==> src/rtl/encoder_velocity_lowpass_top_assert.svh <==
// Assertion macros used by the encoder velocity low-pass back end.
`ifndef ENCODER_VELOCITY_LOWPASS_TOP_ASSERT_SVH
`define ENCODER_VELOCITY_LOWPASS_TOP_ASSERT_SVH

// Consequent must hold in the same cycle as the antecedent.
`define EVL_ASSERT_NOW(lbl, clk, rst_n, ante, cons, msg) \
    lbl: assert property (@(posedge clk) disable iff (!rst_n) (ante) |-> (cons)) \
        else $error(msg);

// Consequent must hold in the cycle after the antecedent.
`define EVL_ASSERT_NEXT(lbl, clk, rst_n, ante, cons, msg) \
    lbl: assert property (@(posedge clk) disable iff (!rst_n) (ante) |=> (cons)) \
        else $error(msg);

`endif

==> src/rtl/evl_pkg.sv <==
// Types and constants of the encoder velocity low-pass block.
package evl_pkg;

    localparam int unsigned MOTORS    = 2;
    localparam int unsigned MAG_W     = 32;
    localparam int unsigned SCALE_W   = 26;
    localparam int unsigned PROD_W    = MAG_W + SCALE_W;
    localparam int unsigned ELAPSED_W = 24;
    localparam int unsigned CFG_W     = 16;
    localparam int unsigned DEN_W     = CFG_W + ELAPSED_W;
    localparam int unsigned FRAC_W    = 16;
    localparam int unsigned QUOT_W    = 32;
    localparam int unsigned STEP_W    = $clog2(QUOT_W);
    localparam int unsigned RATE_W    = 32;

    localparam logic [SCALE_W-1:0] US_PER_MINUTE = 26'd60_000_000;

    localparam logic [CFG_W-1:0] RST_COUNTS_PER_REV = 16'd600;
    localparam logic [CFG_W-1:0] RST_COEF_FEEDBACK  = 16'd63509;
    localparam logic [CFG_W-1:0] RST_COEF_INPUT     = 16'd1014;

    typedef enum logic [1:0] {
        CFG_COUNTS_PER_REV = 2'd0,
        CFG_COEF_FEEDBACK  = 2'd1,
        CFG_COEF_INPUT     = 2'd2
    } t_cfg_reg;

    typedef struct packed {
        logic signed [RATE_W-1:0] count_left;
        logic signed [RATE_W-1:0] count_right;
        logic [ELAPSED_W-1:0]     elapsed_us;
    } t_in_item;

    typedef struct packed {
        logic signed [RATE_W-1:0] rate_left;
        logic signed [RATE_W-1:0] rate_right;
        logic                     clipped;
    } t_out_item;

    typedef struct packed {
        logic [1:0]       index;
        logic [CFG_W-1:0] value;
    } t_cfg_item;

    typedef struct packed {
        logic [CFG_W-1:0] counts_per_rev;
        logic [CFG_W-1:0] coef_feedback;
        logic [CFG_W-1:0] coef_input;
    } t_cfg_set;

    typedef struct packed {
        logic [MOTORS-1:0][MAG_W-1:0] mag;
        logic [MOTORS-1:0]            neg;
        logic [MOTORS-1:0]            zero;
        logic [ELAPSED_W-1:0]         elapsed_us;
    } t_job;

    typedef struct packed {
        logic push;
        t_job job;
    } t_q_wr;

    typedef struct packed {
        logic valid;
        t_job job;
    } t_q_rd;

    typedef struct packed {
        logic              busy;
        logic              sat;
        logic [QUOT_W-1:0] quot;
    } t_div_res;

endpackage

==> src/rtl/evl_fifo.sv <==
// Short queue of jobs between the front end and the back end.
module evl_fifo #(
    parameter int DEPTH = 2
) (
    input  logic           i_clk,
    input  logic           i_rst_n,
    input  evl_pkg::t_q_wr i_wr,
    output logic           o_full,
    input  logic           i_pop,
    output evl_pkg::t_q_rd o_rd
);

    localparam int IDX_W = $clog2(DEPTH);
    localparam int CNT_W = $clog2(DEPTH + 1);

    evl_pkg::t_job    r_mem [DEPTH];
    logic [IDX_W-1:0] r_wr_ptr;
    logic [IDX_W-1:0] r_rd_ptr;
    logic [CNT_W-1:0] r_count;
    logic             w_push;
    logic             w_pop;

    assign o_full     = (r_count == CNT_W'(DEPTH));
    assign o_rd.valid = (r_count != '0);
    assign o_rd.job   = r_mem[r_rd_ptr];
    assign w_push     = i_wr.push && !o_full;
    assign w_pop      = i_pop && o_rd.valid;

    always_ff @(posedge i_clk) begin
        if (w_push) begin
            r_mem[r_wr_ptr] <= i_wr.job;
        end
    end

    always_ff @(posedge i_clk) begin
        if (!i_rst_n) begin
            r_wr_ptr <= '0;
            r_rd_ptr <= '0;
            r_count  <= '0;
        end else begin
            if (w_push) begin
                r_wr_ptr <= (r_wr_ptr == IDX_W'(DEPTH - 1)) ? '0 : r_wr_ptr + 1'b1;
            end
            if (w_pop) begin
                r_rd_ptr <= (r_rd_ptr == IDX_W'(DEPTH - 1)) ? '0 : r_rd_ptr + 1'b1;
            end
            case ({w_push, w_pop})
                2'b10:   r_count <= r_count + 1'b1;
                2'b01:   r_count <= r_count - 1'b1;
                default: r_count <= r_count;
            endcase
        end
    end

endmodule

==> config.mk <==
export PLATFORM = sky130hd
export DESIGN_NAME = evl_fifo
export DESIGN_NICKNAME = d
export VERILOG_FILES = /design/src/rtl/encoder_velocity_lowpass_top_assert.svh /design/src/rtl/evl_pkg.sv /design/src/rtl/evl_fifo.sv
export SDC_FILE = /design/constraint.sdc
export NUM_CORES = 1
export LEC_CHECK = 0
export BUFFER_PORTS_ARGS = -buffer_cell sky130_fd_sc_hd__clkbuf_2
export CORE_MARGIN = 2
export CORE_UTILIZATION = 56
export DETAILED_ROUTE_END_ITERATION = 7
export GPL_TIMING_DRIVEN = 0
export PLACE_DENSITY = 0.86
export SYNTH_ARGS = -nofsm -noshare
export SYNTH_HDL_FRONTEND = slang
export SYNTH_SLANG_ARGS = --single-unit
==> constraint.sdc <==
create_clock -name i_clk -period 10.2 [get_ports i_clk]
set_clock_uncertainty 0.1 [all_clocks]
set_input_delay 2.55 -clock i_clk [delete_from_list [all_inputs] [get_ports i_clk]]
set_output_delay 2.55 -clock i_clk [all_outputs]
set_load 0.02 [all_outputs]
==> metrics.yaml <==
fin_setup_tns_ns: 0
dpl.hpwl_um: 8317
area_growth_syn_to_layout_pct: 26.17
syn_nets: 409
hold_class: "reg2reg"
htreeDepth: 4
yosysUniqueCellTypes: 18
cts-root-buf: "clkbuf_16"
grt_pass1_vias: 3776
die_y_um: 114.6
ios: 190
grt.overflow.total: 0
clock_latency_ns: 0.42
postSynthAreaPerCell_um2: 21.96
ff2ff_path_depth: 5
drcViolationCount: 0
crit_type: "reg2out"
maxCapViolCount: 0
final_nets: 619
drt_wl_total_um: 12070
whs_endpoint: "r_wr_ptr"
cts.clk_slew.worst_paths_ns: 0.06
post_cts_buffers: 0
rsz0062_at_grt: "false"
cp-end-kind: "output port"
num_antenna_cells: 0
total_power_uw: 2321
status: "completed"
min_from: "r_wr_ptr"
worstPathRequired_ns: 7.55
slew_viol_final: 0
wl_per_cell_um: 17.70
powerDensity_nw_per_um2: 268.5
worst-path-max-fanout: 10
ys_seq_elements: 189
initial_core_util_pct: 57.27
ys.warnings.count: 0
startpoint_type: "register"
hold_depth: 2
cts-buffers-inserted: 17
post_cts_resized: 0
worst_pin_slew_ns: 0.6411
netlist_instances: 312
synth.cell_area_um2: 6850
hold_viol: 0
grt_max_degree: 55
r2r_start: "r_count[0]"
via_per_inst: 5.249
period_share_pct: 44.83
period_needed_ns: 4.573
cts_tree: "yes"
worst_ep_arrival_time_ns: 1.92
setup_viol: 0
cts.path.max_buffers: 2
grt_pass1_wl_um: 18200
drive_gt1_share_pct: 61.50
rrSetupSlack_ns: 7.91
place.gp.congestion: 0.7236
groute.usage.overall_pct: 18.88
vias: 3580
relSlewSlack_pct: 57.26
p_leak_uw: 0.003311
cts_hold_buffers: 0
port_buffers: 189
cts_sinks: 189
antenna_found_initial: 0
coreArea_um2: 11960
fmax_mhz: 218.7
reg2reg_to: "r_mem[0][43]"
seq_area_frac_synth_pct: 82.12
ant_nets: 0
peakVddDrop_uv: 196.9
dr.first_iter.drc_count: 244
first_pass_iters: 4
rows: 40
die-area_um2: 13130
die_w_um: 114.6
==> stage by stage <==
step | cell area (µm²) | setup slack [ns] | instances | utilization (%) | hold WS [ns]
floorplan | 6850 | 4.903 | 312 | - | 0.3570
global placement | 7980 | 3.810 | 648 | 66.72 | 0.3633
detailed placement | 8035 | 5.762 | 650 | 67.18 | 0.4114
CTS | 8643 | 5.588 | 682 | 72.26 | 0.4238
global route | 8643 | 5.522 | 682 | 72.26 | 0.4466
finish | 8643 | 5.627 | 682 | 72.26 | 0.4290
==> layer usage <==
metal	vias to the layer above	wire length (µm)	GRT usage (%)
met3	17	1048	7.517
met1	1773	4352	19.54
li1	1656	-	-
met2	134	6457	33.69
met4	0	209	8.293
met5	-	0	0
==> how the worst max path moves through the flow <==
stage	cells past startpoint	slack [ns]	endpoint	startpoint
detailed placement	5	5.76	r_mem[0][41]	i_wr[92]
floorplan	1	4.90	r_mem[1][0]	i_wr[92]
global placement	2	3.81	r_mem[1][48]	i_wr[92]
finish	4	5.63	o_rd[56]	register
CTS	4	5.59	o_rd[54]	register
global route	4	5.52	o_rd[56]	register
==> state kept, by name, summed over array words and instances, names as in the netlist, named ones only <==
signal    count
r_count       2
r_wr_ptr      1
r_rd_ptr      1
r_mem       184
==> cells by family after synthesis <==
| group | after synthesis | synth area share (%) |
|---|---|---|
| AO/OA/AOI/OAI | 5 | 0.4749 |
| adder cells (fa/ha/maj) | 1 | 0.1826 |
| buffers and inverters | 13 | 0.8950 |
| XOR/XNOR | 3 | 0.3836 |
| AND/OR/NAND/NOR | 9 | 0.8220 |
| multiplexers | 92 | 15.12 |
| flip-flops | 189 | 82.12 |
==> placed cells by master, fill, tap and decap left out, drive strengths merged <==
cell      netlist  routed
bufinv          0       2
mux2           92      92
or3             2       2
and3            1       1
nor2b           2       2
dfxtp           5       5
clkinv          0       4
inv             3       3
a21boi          2       2
or2             1       1
ha              1       1
buf            10      12
and2            1       1
clkbuf          0     212
o21ai           2       2
edfxtp        184     184
xnor2           3       3
o21a            1       1
clkinvlp        0       3
nand2           1       1
nand2b          1       1
==> Yosys cell counts <==
cell type,instances,area [µm²]
edfxtp_1,184,5525
mux2_2,92,1036
buf_2,10,50.05
dfxtp_1,5,100.1
xnor2_1,3,26.28
a21boi_1,2,15.01
inv_1,2,7.510
nor2b_1,2,12.51
o21ai_0,2,10.01
or3_1,2,12.51
and2_1,1,6.260
and3_1,1,6.260
ha_1,1,12.51
inv_2,1,3.750
nand2_1,1,3.750
nand2b_2,1,8.760
o21a_1,1,7.510
or2_2,1,6.260
==> power breakdown <==
| part | total, µW | internal (µW) | switching, µW |
|---|---|---|---|
| registers | 1010 | 979 | 26.9 |
| logic | 659 | 262 | 397 |
| clock network | 655 | 393 | 261 |
==> worst max-delay path: stages (launching register included) <==
cell      delay (ns)
dfxtp_1         0.32
buf_2           0.27
buf_2           0.35
mux2_2          0.39
clkbuf_2        0.17
==> cell type report <==
type | instances | area, µm²
multi-input combinational | 110 | 1169
sequential | 189 | 5625
tap | 147 | 183.9
fill | 729 | 3318
inverter | 3 | 13.76
clock buffer | 23 | 498.0
timing repair buffer | 191 | 993.5
buffer | 10 | 50.05
clock inverter | 9 | 110.1
Power figures use the tool's default switching activity.
